<file path="src/rtl/fccc_pkg.sv">
// Package for the frame CRC-8 / CRC-16 checker: types, register map, CRC fold functions.
`timescale 1ns / 1ps
`default_nettype none

package fccc_pkg;

  localparam int unsigned AddrWidth = 3;
  localparam int unsigned DataWidth = 32;

  // Register indexes (byte address is 4 * index)
  localparam logic RegCrc16Mode  = 1'b0;
  localparam logic RegVerifyMode = 1'b1;

  localparam logic [15:0] Crc16Init = 16'hffff;
  localparam logic [15:0] Crc16Poly = 16'ha001;
  localparam logic [7:0]  Crc8Poly  = 8'h8c;

  typedef struct packed {
    logic crc16_mode;
    logic verify_mode;
  } cfg_t;

  typedef struct packed {
    logic [15:0] crc_value;
    logic        crc_ok;
    logic        frame_short;
  } result_t;

  // Reflected CRC-16 update over one byte, LSB first
  function automatic logic [15:0] crc16_fold(input logic [15:0] crc, input logic [7:0] b);
    logic [15:0] c;
    c = crc ^ {8'h00, b};
    for (int i = 0; i < 8; i++) begin
      c = c[0] ? ((c >> 1) ^ Crc16Poly) : (c >> 1);
    end
    return c;
  endfunction

  // Reflected CRC-8 update over one byte, LSB first
  function automatic logic [7:0] crc8_fold(input logic [7:0] crc, input logic [7:0] b);
    logic [7:0] c;
    c = crc ^ b;
    for (int i = 0; i < 8; i++) begin
      c = c[0] ? ((c >> 1) ^ Crc8Poly) : (c >> 1);
    end
    return c;
  endfunction

endpackage

`default_nettype wire

</file>
<file path="src/rtl/fccc_if.sv">
// Stream interfaces for frame bytes in and CRC results out.
`timescale 1ns / 1ps
`default_nettype none

interface fccc_in_if;
  logic       valid;
  logic       ready;
  logic [7:0] data_byte;
  logic       last_byte;

  modport source (output valid, output data_byte, output last_byte, input ready);
  modport sink (input valid, input data_byte, input last_byte, output ready);
endinterface

interface fccc_out_if;
  logic        valid;
  logic        ready;
  logic [15:0] crc_value;
  logic        crc_ok;
  logic        frame_short;

  modport source (output valid, output crc_value, output crc_ok, output frame_short,
                  input ready);
  modport sink (input valid, input crc_value, input crc_ok, input frame_short,
                output ready);
endinterface

`default_nettype wire

</file>
<file path="src/rtl/fccc_apb_regs.sv">
// APB configuration registers: width mode and verify mode.
`timescale 1ns / 1ps
`default_nettype none

module fccc_apb_regs (
  input  wire logic                             clk,
  input  wire logic                             rst,
  input  wire logic                             psel,
  input  wire logic                             penable,
  input  wire logic                             pwrite,
  input  wire logic [fccc_pkg::AddrWidth-1:0]   paddr,
  input  wire logic [fccc_pkg::DataWidth-1:0]   pwdata,
  output logic      [fccc_pkg::DataWidth-1:0]   prdata,
  output logic                                  pready,
  output fccc_pkg::cfg_t                        cfg
);

  logic reg_index;
  logic wr_en;

  assign pready    = 1'b1;
  assign reg_index = paddr[2];
  assign wr_en     = psel & penable & pwrite;

  always_ff @(posedge clk) begin
    if (rst) begin
      cfg.crc16_mode  <= 1'b1;
      cfg.verify_mode <= 1'b0;
    end else if (wr_en) begin
      unique case (reg_index)
        fccc_pkg::RegCrc16Mode:  cfg.crc16_mode  <= pwdata[0];
        fccc_pkg::RegVerifyMode: cfg.verify_mode <= pwdata[0];
        default: ;
      endcase
    end
  end

  always_comb begin
    prdata = '0;
    unique case (reg_index)
      fccc_pkg::RegCrc16Mode:  prdata[0] = cfg.crc16_mode;
      fccc_pkg::RegVerifyMode: prdata[0] = cfg.verify_mode;
      default: ;
    endcase
  end

endmodule

`default_nettype wire

</file>
<file path="src/rtl/fccc_crc_core.sv">
// Frame state (CRC register, held bytes, byte count) and per-byte result logic.
`timescale 1ns / 1ps
`default_nettype none

module fccc_crc_core (
  input  wire logic           clk,
  input  wire logic           rst,
  input  wire logic           step,
  input  wire logic [7:0]     data_byte,
  input  wire logic           last_byte,
  input  wire fccc_pkg::cfg_t cfg,
  output fccc_pkg::result_t   result
);

  logic [15:0] crc_reg;
  logic [7:0]  held0;
  logic [7:0]  held1;
  logic [1:0]  bytes_seen;

  logic [15:0] crc_next;
  logic [1:0]  seen_next;
  logic [7:0]  fold_in;
  logic        do_fold;
  logic [15:0] folded;
  logic [15:0] expected;
  logic [15:0] value;
  logic        short_frame;

  always_comb begin
    fold_in = cfg.verify_mode ? (cfg.crc16_mode ? held1 : held0) : data_byte;
    // verify: fold the displaced byte only once the CRC window is full
    do_fold = !cfg.verify_mode ||
              (cfg.crc16_mode ? (bytes_seen >= 2'd2) : (bytes_seen >= 2'd1));
    folded = cfg.crc16_mode ? fccc_pkg::crc16_fold(crc_reg, fold_in)
                            : {crc_reg[15:8], fccc_pkg::crc8_fold(crc_reg[7:0], fold_in)};
    crc_next  = do_fold ? folded : crc_reg;
    seen_next = (bytes_seen == 2'd3) ? bytes_seen : bytes_seen + 2'd1;

    value       = cfg.crc16_mode ? crc_next : {8'h00, crc_next[7:0]};
    short_frame = cfg.verify_mode &&
                  (cfg.crc16_mode ? (seen_next < 2'd3) : (seen_next < 2'd2));
    // trailing CRC arrives low byte first
    expected    = cfg.crc16_mode ? {data_byte, held0} : {8'h00, data_byte};

    result.crc_value   = value;
    result.frame_short = short_frame;
    result.crc_ok      = cfg.verify_mode && !short_frame && (value == expected);
  end

  always_ff @(posedge clk) begin
    if (rst || (step && last_byte)) begin
      crc_reg    <= fccc_pkg::Crc16Init;
      held0      <= '0;
      held1      <= '0;
      bytes_seen <= '0;
    end else if (step) begin
      crc_reg    <= crc_next;
      held1      <= held0;
      held0      <= data_byte;
      bytes_seen <= seen_next;
    end
  end

endmodule

`default_nettype wire

</file>
<file path="src/rtl/frame_crc8_crc16_check.sv">
// Top level of the frame CRC-8 / CRC-16 generator and checker.
`timescale 1ns / 1ps
`default_nettype none

// Frame CRC generator/checker. Bytes of a frame enter on byte_in, one per
// transfer, with last_byte set on the final one; each frame gives exactly one
// transfer on result_out, for its last byte. crc16_mode (address 0x0) selects
// reflected CRC-8 (poly 0x8c, init 0xff) or CRC-16/MODBUS (0xa001, init
// 0xffff); verify_mode (address 0x4) either folds every byte (compute) or
// holds back the trailing one or two CRC bytes (low byte first) and compares
// them with the CRC of the rest. Short frames in verify mode report
// frame_short and crc_ok low. Throughput is one byte per clock: a byte sits
// in an input register, the unrolled 8-bit CRC update and compare are
// combinational, and the result lands in an output register. The last
// byte passes through the input register and then the output register, whose
// valid drives result_out.valid. The input stalls only when a last byte
// meets a previous result that is still waiting to be taken. Write
// configuration only while the block holds no frame in flight; a write does
// not reset frame state.
module frame_crc8_crc16_check (
  input  wire logic                           clk,
  input  wire logic                           rst,
  fccc_in_if.sink                             byte_in,
  fccc_out_if.source                          result_out,
  input  wire logic                           psel,
  input  wire logic                           penable,
  input  wire logic                           pwrite,
  input  wire logic [fccc_pkg::AddrWidth-1:0] paddr,
  input  wire logic [fccc_pkg::DataWidth-1:0] pwdata,
  output logic      [fccc_pkg::DataWidth-1:0] prdata,
  output logic                                pready
);

  fccc_pkg::cfg_t    cfg;
  fccc_pkg::result_t core_result;

  // input register stage
  logic       in_valid;
  logic [7:0] in_data;
  logic       in_last;
  logic       advance;

  // output register stage
  logic              out_valid;
  fccc_pkg::result_t out_result;

  fccc_apb_regs u_regs (
    .clk     (clk),
    .rst     (rst),
    .psel    (psel),
    .penable (penable),
    .pwrite  (pwrite),
    .paddr   (paddr),
    .pwdata  (pwdata),
    .prdata  (prdata),
    .pready  (pready),
    .cfg     (cfg)
  );

  // A non-last byte never needs the output register; a last byte waits for
  // it to be free (empty or being taken this cycle).
  assign advance = in_valid && (!in_last || !out_valid || result_out.ready);
  assign byte_in.ready = !in_valid || advance;

  fccc_crc_core u_core (
    .clk       (clk),
    .rst       (rst),
    .step      (advance),
    .data_byte (in_data),
    .last_byte (in_last),
    .cfg       (cfg),
    .result    (core_result)
  );

  always_ff @(posedge clk) begin
    if (rst) begin
      in_valid <= 1'b0;
    end else if (byte_in.ready) begin
      in_valid <= byte_in.valid;
    end
  end

  always_ff @(posedge clk) begin
    if (byte_in.valid && byte_in.ready) begin
      in_data <= byte_in.data_byte;
      in_last <= byte_in.last_byte;
    end
  end

  always_ff @(posedge clk) begin
    if (rst) begin
      out_valid <= 1'b0;
    end else if (advance && in_last) begin
      out_valid <= 1'b1;
    end else if (result_out.ready) begin
      out_valid <= 1'b0;
    end
  end

  always_ff @(posedge clk) begin
    if (advance && in_last) begin
      out_result <= core_result;
    end
  end

  assign result_out.valid       = out_valid;
  assign result_out.crc_value   = out_result.crc_value;
  assign result_out.crc_ok      = out_result.crc_ok;
  assign result_out.frame_short = out_result.frame_short;

endmodule

`default_nettype wire

</file>
<file path="src/flat_wrapper.sv">
// flat-port wrapper written by rule: the top's interface ports become plain ports
module frame_crc8_crc16_check_flat 
  (clk, rst, psel, penable, pwrite, paddr, pwdata, prdata, pready, byte_in_valid, byte_in_data_byte, byte_in_last_byte, byte_in_ready, result_out_valid, result_out_crc_value, result_out_crc_ok, result_out_frame_short, result_out_ready);
  fccc_in_if byte_in_i ();
  fccc_out_if result_out_i ();
  input  wire logic clk;
  input  wire logic rst;
  input  wire logic psel;
  input  wire logic penable;
  input  wire logic pwrite;
  input  wire logic [fccc_pkg::AddrWidth-1:0] paddr;
  input  wire logic [fccc_pkg::DataWidth-1:0] pwdata;
  output logic      [fccc_pkg::DataWidth-1:0] prdata;
  output logic pready;
  input wire logic [$bits(byte_in_i.valid)-1:0] byte_in_valid;
  input wire logic [$bits(byte_in_i.data_byte)-1:0] byte_in_data_byte;
  input wire logic [$bits(byte_in_i.last_byte)-1:0] byte_in_last_byte;
  output wire logic [$bits(byte_in_i.ready)-1:0] byte_in_ready;
  output wire logic [$bits(result_out_i.valid)-1:0] result_out_valid;
  output wire logic [$bits(result_out_i.crc_value)-1:0] result_out_crc_value;
  output wire logic [$bits(result_out_i.crc_ok)-1:0] result_out_crc_ok;
  output wire logic [$bits(result_out_i.frame_short)-1:0] result_out_frame_short;
  input wire logic [$bits(result_out_i.ready)-1:0] result_out_ready;
  assign byte_in_i.valid = byte_in_valid;
  assign byte_in_i.data_byte = byte_in_data_byte;
  assign byte_in_i.last_byte = byte_in_last_byte;
  assign byte_in_ready = byte_in_i.ready;
  assign result_out_valid = result_out_i.valid;
  assign result_out_crc_value = result_out_i.crc_value;
  assign result_out_crc_ok = result_out_i.crc_ok;
  assign result_out_frame_short = result_out_i.frame_short;
  assign result_out_i.ready = result_out_ready;
  frame_crc8_crc16_check u_core (.clk(clk), .rst(rst), .byte_in(byte_in_i), .result_out(result_out_i), .psel(psel), .penable(penable), .pwrite(pwrite), .paddr(paddr), .pwdata(pwdata), .prdata(prdata), .pready(pready));
endmodule
</file>
<file path="config.mk">
export PLATFORM = sky130hd
export DESIGN_NAME = frame_crc8_crc16_check_flat
export DESIGN_NICKNAME = d
export VERILOG_FILES = /design/src/rtl/fccc_pkg.sv /design/src/rtl/fccc_if.sv /design/src/rtl/fccc_apb_regs.sv /design/src/rtl/fccc_crc_core.sv /design/src/rtl/frame_crc8_crc16_check.sv /design/src/flat_wrapper.sv
export SDC_FILE = /design/constraint.sdc
export NUM_CORES = 1
export LEC_CHECK = 0
export BUFFER_PORTS_ARGS = -buffer_cell sky130_fd_sc_hd__buf_2
export CAP_MARGIN = 20
export CELL_PAD_IN_SITES_DETAIL_PLACEMENT = 0
export CELL_PAD_IN_SITES_GLOBAL_PLACEMENT = 1
export CORE_MARGIN = 2
export CORE_UTILIZATION = 44
export DETAILED_ROUTE_END_ITERATION = 8
export PLACE_DENSITY = 0.95
export REMOVE_ABC_BUFFERS = 1
export SYNTH_ARGS = -nofsm -noshare
export SYNTH_HDL_FRONTEND = slang
export SYNTH_HIERARCHICAL = 1
export SYNTH_SLANG_ARGS = --single-unit
</file>
<file path="constraint.sdc">
create_clock -name clk -period 6.9 [get_ports clk]
set_input_delay 0 -clock clk [delete_from_list [all_inputs] [get_ports clk]]
set_output_delay 0 -clock clk [all_outputs]
set_load 0.02 [all_outputs]
</file>
==> results.ini, run 1 <==
[sta]
skew_ns = 0.00995
fmax_mhz = 224
final.setup.tns_ns = 0
final_max_slew_viol_count = 0
finalSetupViolCount = 0
final.min_clock_period_ns = 4.47
worst_pin_slew_ns = 0.988
hold_violations = 0
timing.final.crit_share_pct = 64.7
whs_ns = 0.00413
slew_headroom_pct = 34.1
rsz0062_at_grt = false

[floorplan]
die_area_um2 = 10100
die_w_um = 101
core-area_um2 = 9150
start_util_pct = 45.0
die_h_um = 101
rows = 35
io_pins = 104

[worst_setup_path]
r2r_start = u_core/u_regs/cfg[0]$_SDFFE_PP0P_
reg2reg_to = u_core/result_out.crc_ok$_DFFE_PP_
cp_data_arrival_time_ns = 4.64
crit_buf_inv = 2
slowest_delay_ns = 0.97
crit_type = flip-flop to flip-flop
reg2reg_depth = 10
worstPathCellList = inv_1, or3_1, inv_1, nor2_1, nand2b_1, mux2i_1, or3_1, a21o_1, o41a_1, nor4_2
worstPathRequired_ns = 7.07
cp-start-kind = flip-flop
crit_fanout = 24
crit_family = simple AND/OR/NAND/NOR gates
cp_slowest_cell = dfxtp_1
worst_setup_path_end_kind = flip-flop
crit_cells = 10
reg2reg_setup_slack_ns = 2.43

[route]
ant_nets = 0
drt_first_pass_iters = 4
postRouteWirelength_um = 8700
detail_route.wl_per_cell_um = 15.0
viasPerCell = 5.21
drt_iter0_drc = 120
vias = 3021
drc_errors = 0

[power_and_ir_drop]
power_density_nw_per_um2 = 240
peakVddDrop_mv = 0.108
p_leak_nw = 1.90

[status]
status = complete, no violations

[clocking]
clk_latency_ns = 0.35
cts.reportedPaths.clkPinSlew_ns = 0.07
cts_max_level = 3
clock_path_buffers = 2
post_cts_buffers = 0
clock-sinks = 65
cts_tree = built
clock-root-buffer = clkbuf_8
cts_buffers = 9

[synth]
ys_ff_latch = 65
synth_edf_count = 27
netlist_instances = 429
seq_area_frac_synth_pct = 38.2
synth.avg_cell_area_um2 = 9.60
syn_area_um2 = 4120
async_flop_share_pct = 0
yosysWarnings = 6
synthFlopType = dfxtp_1
synthDistinctLibCells = 60

[grt]
grt_pass1_vias = 2825
grt-ovfl-total = 0
grt_max_degree = 41
track_usage_pct = 18.1
antenna_found_initial = 0
grt_pass1_wl_um = 14000

[finish]
layout_commonest_cell = mux2i_1
final_cells = 580
fill_cells = 829
diodes = 0
drive_gt1_share_pct = 16.2
final_cell_mix = mux2i_1, nor2_1, buf_2, dfxtp_1, nand2_1
area_delta_synth_final_pct = 10.6
fin_nets = 515

[hold_path]
worstHoldStart = penable
hold_depth = 3
hold_path.class = primary input to flip-flop
min_to = u_core/u_regs/cfg[1]$_SDFFE_PP1P_

[placed_design]
dp_hpwl_um = 5800
gp_routability_congestion = 0.867
dp.cells = 547
io_buffers = 38

[job]
maxCapViolCount = 0

==> kinds of logic (layout without fill, tap and decap cells) <==
family                 after synthesis  in the layout  share of synthesized area (%)
AO/OA/AOI/OAI                       69             69                           12.0
XOR/XNOR                            37             37                           11.2
buffers and inverters               72             82                           10.7
flip-flops                          65             65                           38.2
multiplexers                        46             46                           11.3
other                                2             32                          0.182
AND/OR/NAND/NOR                    138            138                           16.5
==> synthesized netlist by cell type, types with 3 or more instances <==
cell      number  area [um^2]
xor2_2         5         81.3
o211a_1        4         40.0
or3_1          5         31.3
and2_1         7         43.8
a211oi_1       7         52.6
buf_4         43          323
nand2b_1      12         75.1
buf_1          4         15.0
a21oi_1       12         60.1
mux2_2         3         33.8
xnor2_1       18          158
xor2_4         3         82.6
nor2_1        43          161
o211ai_1       9         67.6
xor2_1         8         70.1
clkbuf_1      15         56.3
edfxtp_1      27          811
mux2i_1       43          430
nand3_1        9         45.0
and3_1         4         25.0
o21ai_0       12         60.1
inv_1          8         30.0
a211o_1        5         43.8
nor2b_1        4         25.0
nand2_1       37          139
dfxtp_1       38          761
==> per-stage QoR <==
| stage | total power [mW] | worst slack [ns] | instance area (um^2) | util, % |
|---|---|---|---|---|
| 2_1_floorplan | 0.702 | 2.98 | 3820 | - |
| 3_3_place_gp | 0.758 | 2.61 | 4180 | 45.7 |
| 3_5_place_dp | 0.763 | 2.54 | 4180 | 45.7 |
| 4_1_cts | 1.10 | 2.51 | 4540 | 49.6 |
| 5_1_grt | 1.16 | 2.16 | 4550 | 49.8 |
| 6_report | 1.10 | 2.43 | 4550 | 49.8 |
==> worst reg2reg max path, cell delays in order, from the launching register on <==
cell      delay [ns]
dfxtp_1         0.97
inv_1           0.28
or3_1           0.74
inv_1           0.55
nor2_1          0.25
nand2b_1        0.12
mux2i_1         0.11
or3_1           0.38
a21o_1          0.20
o41a_1          0.43
nor4_2          0.27
==> layout make-up <==
type	count	area, um^2	share of cell area [%]
inverters	8	30.0	0.659
well taps	111	139	3.05
clock inverters	3	40.0	0.879
clock buffers	13	159	3.49
multi-input cells	322	2230	49.0
flip-flops and latches	65	1570	34.5
repair buffers	58	384	8.43
==> worst max-delay path by stage <==
stage,startpoint,to,slack [ns]
global route,u_core/u_regs/cfg[0]$_SDFFE_PP0P_,u_core/result_out.crc_ok$_DFFE_PP_,2.16
global placement,u_core/u_regs/cfg[0]$_SDFFE_PP0P_,u_core/result_out.crc_ok$_DFFE_PP_,2.61
CTS,u_core/u_regs/cfg[0]$_SDFFE_PP0P_,u_core/result_out.crc_ok$_DFFE_PP_,2.51
detailed placement,u_core/u_regs/cfg[0]$_SDFFE_PP0P_,u_core/result_out.crc_ok$_DFFE_PP_,2.54
floorplan,u_core/result_out.valid$_SDFFE_PP0P_,u_core/u_core/bytes_seen[0]$_SDFFE_PP0P_,2.98
finish,u_core/u_regs/cfg[0]$_SDFFE_PP0P_,u_core/result_out.crc_ok$_DFFE_PP_,2.43
==> timing repair <==
item | 4_1_cts | 5_1_grt
hold endpoints to repair | 13 | 0
gates resized for setup | 0 | 0
hold buffers | 16 | 0
==> where the power goes <==
| part | internal [mW] | leakage (nW) | total [mW] | switching (mW) |
|---|---|---|---|---|
| combinational | 0.140 | 1.24 | 0.315 | 0.175 |
| sequential | 0.431 | 0.560 | 0.451 | 0.0201 |
| clock | 0.186 | 0.103 | 0.329 | 0.143 |
==> per-layer routing <==
| layer | share of wire (%) | vias up | track usage [%] |
|---|---|---|---|
| li1 | - | 1489 | - |
| met1 | 45 | 1424 | 23.9 |
| met2 | 47 | 99 | 28.7 |
| met3 | 6.3 | 9 | 4.16 |
| met4 | 1.4 | 0 | 6.95 |
| met5 | 0 | - | 0 |
No activity file was read; power rests on OpenSTA's default activity.
==> inputs of run 2 (changes only) <==
- CORE_UTILIZATION: 44 -> 37
- PLACE_DENSITY: 0.95 -> 0.88
- clock period: 6.9 -> 3.7 ns (I/O delays scaled with it)
==> results.ini, run 2 (synthesized netlist as in run 1, its figures left out) <==
[finish]
drive_gt1_share_pct = 18.4  ; +2.2 points
fill_cells = 1044  ; +26%
final_cell_mix = mux2i_1, nor2_1, buf_2
diodes = 0  ; unchanged
fin_nets = 525  ; +1.9%
final_cell_area_um2 = 4700  ; +3.2%
final_cells = 619  ; +6.7%
finalCoreUtilization_pct = 43.4  ; -6.4 points
multi_input_area_um2 = 2230  ; unchanged
layout_commonest_cell = mux2i_1
regArea_um2 = 1570  ; about the same
area_delta_synth_final_pct = 14.2

[job]
maxCapViolCount = 0  ; unchanged

[sta]
fmax_mhz = 296  ; +32%
finalSetupViolCount = 0  ; unchanged
final.min_clock_period_ns = 3.38  ; -1.08 ns
worst_pin_slew_ns = 0.920  ; -0.0673 ns
timing.final.crit_share_pct = 91.4  ; +27 points
hold_violations = 0  ; unchanged
skew_ns = 0.00751  ; -0.00244 ns
final_max_slew_viol_count = 0  ; unchanged
whs_ns = 0.311  ; +0.307 ns
slew_headroom_pct = 38.5  ; +4.4 points
rsz0062_at_grt = false

[clocking]
post_cts_buffers = 0  ; unchanged
cts_tree = built
clock-sinks = 65  ; unchanged
cts_buffers = 9  ; unchanged
cts.reportedPaths.clkPinSlew_ns = 0.08  ; about the same
clock-root-buffer = clkbuf_8
cts_max_level = 3  ; unchanged
clk_latency_ns = 0.35  ; about the same
clock_path_buffers = 2  ; unchanged

[route]
postRouteWirelength_um = 9260  ; +6.4%
drc_errors = 0  ; unchanged
ant_nets = 0  ; unchanged
viasPerCell = 5.07  ; -2.6%
drt_iter0_drc = 163  ; +36%
vias = 3141  ; +4.0%
detail_route.wl_per_cell_um = 15.0  ; -0.27%
drt_first_pass_iters = 5  ; +1

[placed_design]
io_buffers = 38  ; unchanged
dp_hpwl_um = 6450  ; +11%
dp.cells = 585  ; +6.9%
gp_routability_congestion = 0.903  ; +4.2%
dpl-instance-area_um2 = 4290  ; +2.5%

[worst_setup_path]
reg2reg_depth = 10  ; unchanged
worst_setup_path_end_kind = flip-flop
cp_slowest_cell = dfxtp_2
worstPathCellList = buf_4, mux2i_1, a211oi_1, or2_1, xnor2_1, xnor2_1, xnor2_1, a211oi_1, o41a_1, nor4_2
crit_fanout = 9  ; -63%
slowest_delay_ns = 0.48  ; -0.49 ns
worstPathRequired_ns = 3.87  ; -3.20 ns
cp-start-kind = flip-flop
crit_buf_inv = 1  ; -1
crit_cells = 10  ; unchanged
crit_family = compound AO/OA/AOI/OAI gates
cp_common_cell = xnor2_1
reg2reg_setup_slack_ns = 0.32  ; -2.12 ns
cp_data_arrival_time_ns = 3.56  ; -1.08 ns
crit_type = flip-flop to flip-flop

[power_and_ir_drop]
p_leak_nw = 1.96  ; +3.1%
peakVddDrop_mv = 0.189  ; +74%
power.total_mw = 2.14  ; +95%
power_density_nw_per_um2 = 454  ; +89%

[floorplan]
die_h_um = 109  ; +8.7%
die_w_um = 109  ; +8.7%
io_pins = 104  ; unchanged
core-area_um2 = 10800  ; +18%
start_util_pct = 38.0  ; -7.0 points
die_area_um2 = 12000  ; +18%
rows = 38  ; +8.6%

[grt]
grt_max_degree = 25  ; -39%
grt-ovfl-total = 0  ; unchanged
grt_pass1_wl_um = 14600  ; +4.3%
antenna_found_initial = 0  ; unchanged
track_usage_pct = 16.1  ; -2.0 points
grt_pass1_vias = 2931  ; +3.8%

[hold_path]
hold_depth = 3  ; unchanged
hold_path.class = primary input to flip-flop

[status]
status = complete, no violations

[run 2: metal layers]
metal	vias to the layer above	global-route usage (%)	wire length [um]
li1	1512	-	-
met1	1488	21.2	4140
met2	127	25.7	4360
met3	14	3.62	587
met4	0	6.06	174
met5	-	0	0
[run 2: through the flow]
stage | setup slack [ns] | setup TNS (ns)
global route | 0.0495 | 0
CTS | 0.166 | 0
global placement | 0.206 | 0
floorplan | -0.215 | -1.53
finish | 0.317 | 0
detailed placement | 0.202 | 0
[run 2: worst reg2reg max path, stage by stage, from the launching register on]
cell and delay [ns]:
dfxtp_2 0.48, buf_4 0.23, mux2i_1 0.11, a211oi_1 0.37
or2_1 0.33, xnor2_1 0.14, xnor2_1 0.38, xnor2_1 0.28
a211oi_1 0.16, o41a_1 0.45, nor4_2 0.27
[run 2: path summary, 6_finish.rpt]
check / from / endpoint
min: result_out_ready / u_core/result_out.crc_value[0]$_DFFE_PP_
max reg2reg: u_core/u_regs/cfg[1]$_SDFFE_PP1P_ / u_core/result_out.crc_ok$_DFFE_PP_
min reg2reg: u_core/u_core/crc_reg[12]$_SDFFE_PP1P_ / u_core/u_core/crc_reg[12]$_SDFFE_PP1P_
max: u_core/u_regs/cfg[1]$_SDFFE_PP1P_ / u_core/result_out.crc_ok$_DFFE_PP_
[run 2: power by group]
group          switching (mW)  leakage (nW)  internal (mW)
registers              0.0365         0.560          0.803
clock network           0.293         0.117          0.400
logic                   0.338          1.28          0.266
[run 2: what timing repair did]
action,CTS,global route
hold endpoints to repair,13,0
resized for setup,0,1
setup endpoints to repair,0,1
hold buffers,17,0
[run 2: area by class of cell]
class | count | area share [%]
tap | 140 | 3.73
clock buffer | 10 | 2.93
timing repair buffer | 68 | 9.90
inverter | 8 | 0.639
multi-input combinational | 322 | 47.5
sequential | 65 | 33.5
clock inverter | 6 | 1.89
==> inputs of run 3 (changes only) <==
- MAX_ROUTING_LAYER: not set -> met4
==> results.ini, run 3 (synthesized netlist as in run 1, its figures left out) <==
[worst_setup_path]
crit_buf_inv = 1  ; unchanged
cp-start-kind = flip-flop
worstPathCellList = buf_4, mux2i_1, a211oi_1, or2_1, xnor2_1, xnor2_1, xnor2_2, a211oi_1, o41a_1, nor4_2
crit_fanout = 14  ; +5
crit_family = compound AO/OA/AOI/OAI gates
worstPathRequired_ns = 3.86  ; about the same
crit_type = flip-flop to flip-flop
slowest_delay_ns = 0.47  ; about the same
worst_setup_path_end_kind = flip-flop
cp_data_arrival_time_ns = 3.54  ; -0.02 ns
cp_slowest_cell = dfxtp_2

[hold_path]
hold_path.class = primary input to flip-flop

[finish]
diodes = 0  ; unchanged
layout_commonest_cell = mux2i_1
area_delta_synth_final_pct = 14.1
final_cell_mix = mux2i_1, nor2_1, buf_2
final_cell_area_um2 = 4700  ; -0.11%
final_cells = 618  ; -0.16%
fill_cells = 1080  ; +3.4%
fin_nets = 524  ; -0.19%
finalCoreUtilization_pct = 43.3  ; -0.046 points
drive_gt1_share_pct = 18.4  ; +0.038 points

[clocking]
clk_latency_ns = 0.34  ; about the same
clock_path_buffers = 2  ; unchanged
cts.reportedPaths.clkPinSlew_ns = 0.07  ; about the same
cts_max_level = 3  ; unchanged
cts_buffers = 9  ; unchanged
clock-sinks = 65  ; unchanged
cts_tree = built
post_cts_buffers = 0  ; unchanged
clock-root-buffer = clkbuf_8

[floorplan]
die_area_um2 = 12000  ; unchanged
die_w_um = 109  ; unchanged
die_h_um = 109  ; unchanged
io_pins = 104  ; unchanged
rows = 38  ; unchanged
start_util_pct = 38.0  ; unchanged
core-area_um2 = 10800  ; unchanged

[power_and_ir_drop]
power_density_nw_per_um2 = 445  ; -2.1%
switching_share_pct = 30.6  ; -0.66 points
intPower_mw = 1.45  ; -1.2%
p_seq_share_pct = 40.2  ; +0.9 points
power.total_mw = 2.09  ; -2.2%
p_clk_share_pct = 30.8  ; -1.7 points
p_leak_nw = 1.96  ; -0.16%
peakVddDrop_mv = 0.190  ; +0.55%
switchingPower_uw = 639  ; -4.2%
power_frac_comb_pct = 29.0  ; +0.7 points

[status]
status = complete, no violations

[grt]
track_usage_pct = 16.6  ; +0.55 points
grt_max_degree = 21  ; -16%
antenna_found_initial = 0  ; unchanged
grt-ovfl-total = 0  ; unchanged
grt_pass1_vias = 3046  ; +3.9%
grt_pass1_wl_um = 14900  ; +1.8%

[sta]
finalWorstSetupSlack_ns = 0.317  ; -0.000353 ns
whs_ns = 0.360  ; +0.0488 ns
timing.final.crit_share_pct = 91.4  ; about the same
finalSetupViolCount = 0  ; unchanged
skew_ns = 0.00668  ; -0.000833 ns
slew_headroom_pct = 40.9  ; +2.5 points
rsz0062_at_grt = false
worst_pin_slew_ns = 0.886  ; -0.0345 ns
final.min_clock_period_ns = 3.38  ; +0.000353 ns
final_max_slew_viol_count = 0  ; unchanged
hold_violations = 0  ; unchanged
fmax_mhz = 296  ; about the same
final.setup.tns_ns = 0  ; unchanged

[placed_design]
dp_hpwl_um = 6590  ; +2.1%
place_ws_ns = 0.195  ; -0.00710 ns
dp.cells = 584  ; -0.17%
dpl-instance-area_um2 = 4280  ; about the same
gp_routability_congestion = 0.938  ; +3.9%
io_buffers = 38  ; unchanged

[route]
postRouteWirelength_um = 9080  ; -1.9%
detail_route.wl_per_cell_um = 14.7  ; -1.8%
drt_first_pass_iters = 4  ; -1
viasPerCell = 5.04  ; -0.76%
vias = 3112  ; -0.92%
drt_iter0_drc = 207  ; +27%
ant_nets = 0  ; unchanged
drc_errors = 0  ; unchanged

[job]
maxCapViolCount = 0  ; unchanged

-- run 3: final timing paths --
kind	startpoint	to	slack (ns)	cells past startpoint
max	u_core/u_regs/cfg[1]$_SDFFE_PP1P_	u_core/result_out.crc_ok$_DFFE_PP_	0.32	10
min	result_out_ready	u_core/result_out.crc_value[0]$_DFFE_PP_	0.36	3
max reg2reg	u_core/u_regs/cfg[1]$_SDFFE_PP1P_	u_core/result_out.crc_ok$_DFFE_PP_	0.32	10
min reg2reg	u_core/u_core/bytes_seen[0]$_SDFFE_PP0P_	u_core/u_core/bytes_seen[0]$_SDFFE_PP0P_	0.50	2
-- run 3: metal layers --
metal / vias up / wire length, um / track usage [%]
li1: 1511 / - / -
met1: 1504 / 4140 / 20.6
met2: 85 / 4320 / 27.0
met3: 12 / 488 / 4.03
met4: 0 / 129 / 4.79
met5: - / 0 / -
-- run 3: area by class of cell --
cell class | instances | area, um^2 | share of cell area [%]
clock buffers | 16 | 221 | 4.72
inverters | 8 | 30.0 | 0.639
repair buffers | 67 | 454 | 9.67
multi-input cells | 322 | 2240 | 47.7
well taps | 140 | 175 | 3.73
flip-flops and latches | 65 | 1570 | 33.5
-- run 3: worst register-to-register path: cells and delay by family (launching register included) --
kind | cells | cell delay, ns
flops | 1 | 0.47
mux | 1 | 0.13
buf+inv | 1 | 0.25
simple gates | 2 | 0.62
compound gates | 3 | 0.98
xor+xnor | 3 | 0.76
-- run 3: power by group through the flow --
stage / clock network [mW] / logic [mW] / registers (mW)
5_1_grt: 0.686 / 0.671 / 0.845
6_report: 0.643 / 0.607 / 0.840
2_1_floorplan: 0 / 0.445 / 0.864
3_3_place_gp: 0 / 0.570 / 0.854
3_5_place_dp: 0 / 0.577 / 0.856
4_1_cts: 0.657 / 0.594 / 0.840
-- run 3: timing repair --
action                                  CTS  global route
hold buffers                             17             0
gates resized for setup                   0             2
endpoints found under the hold margin    13             0
endpoints found under the setup margin    0             1
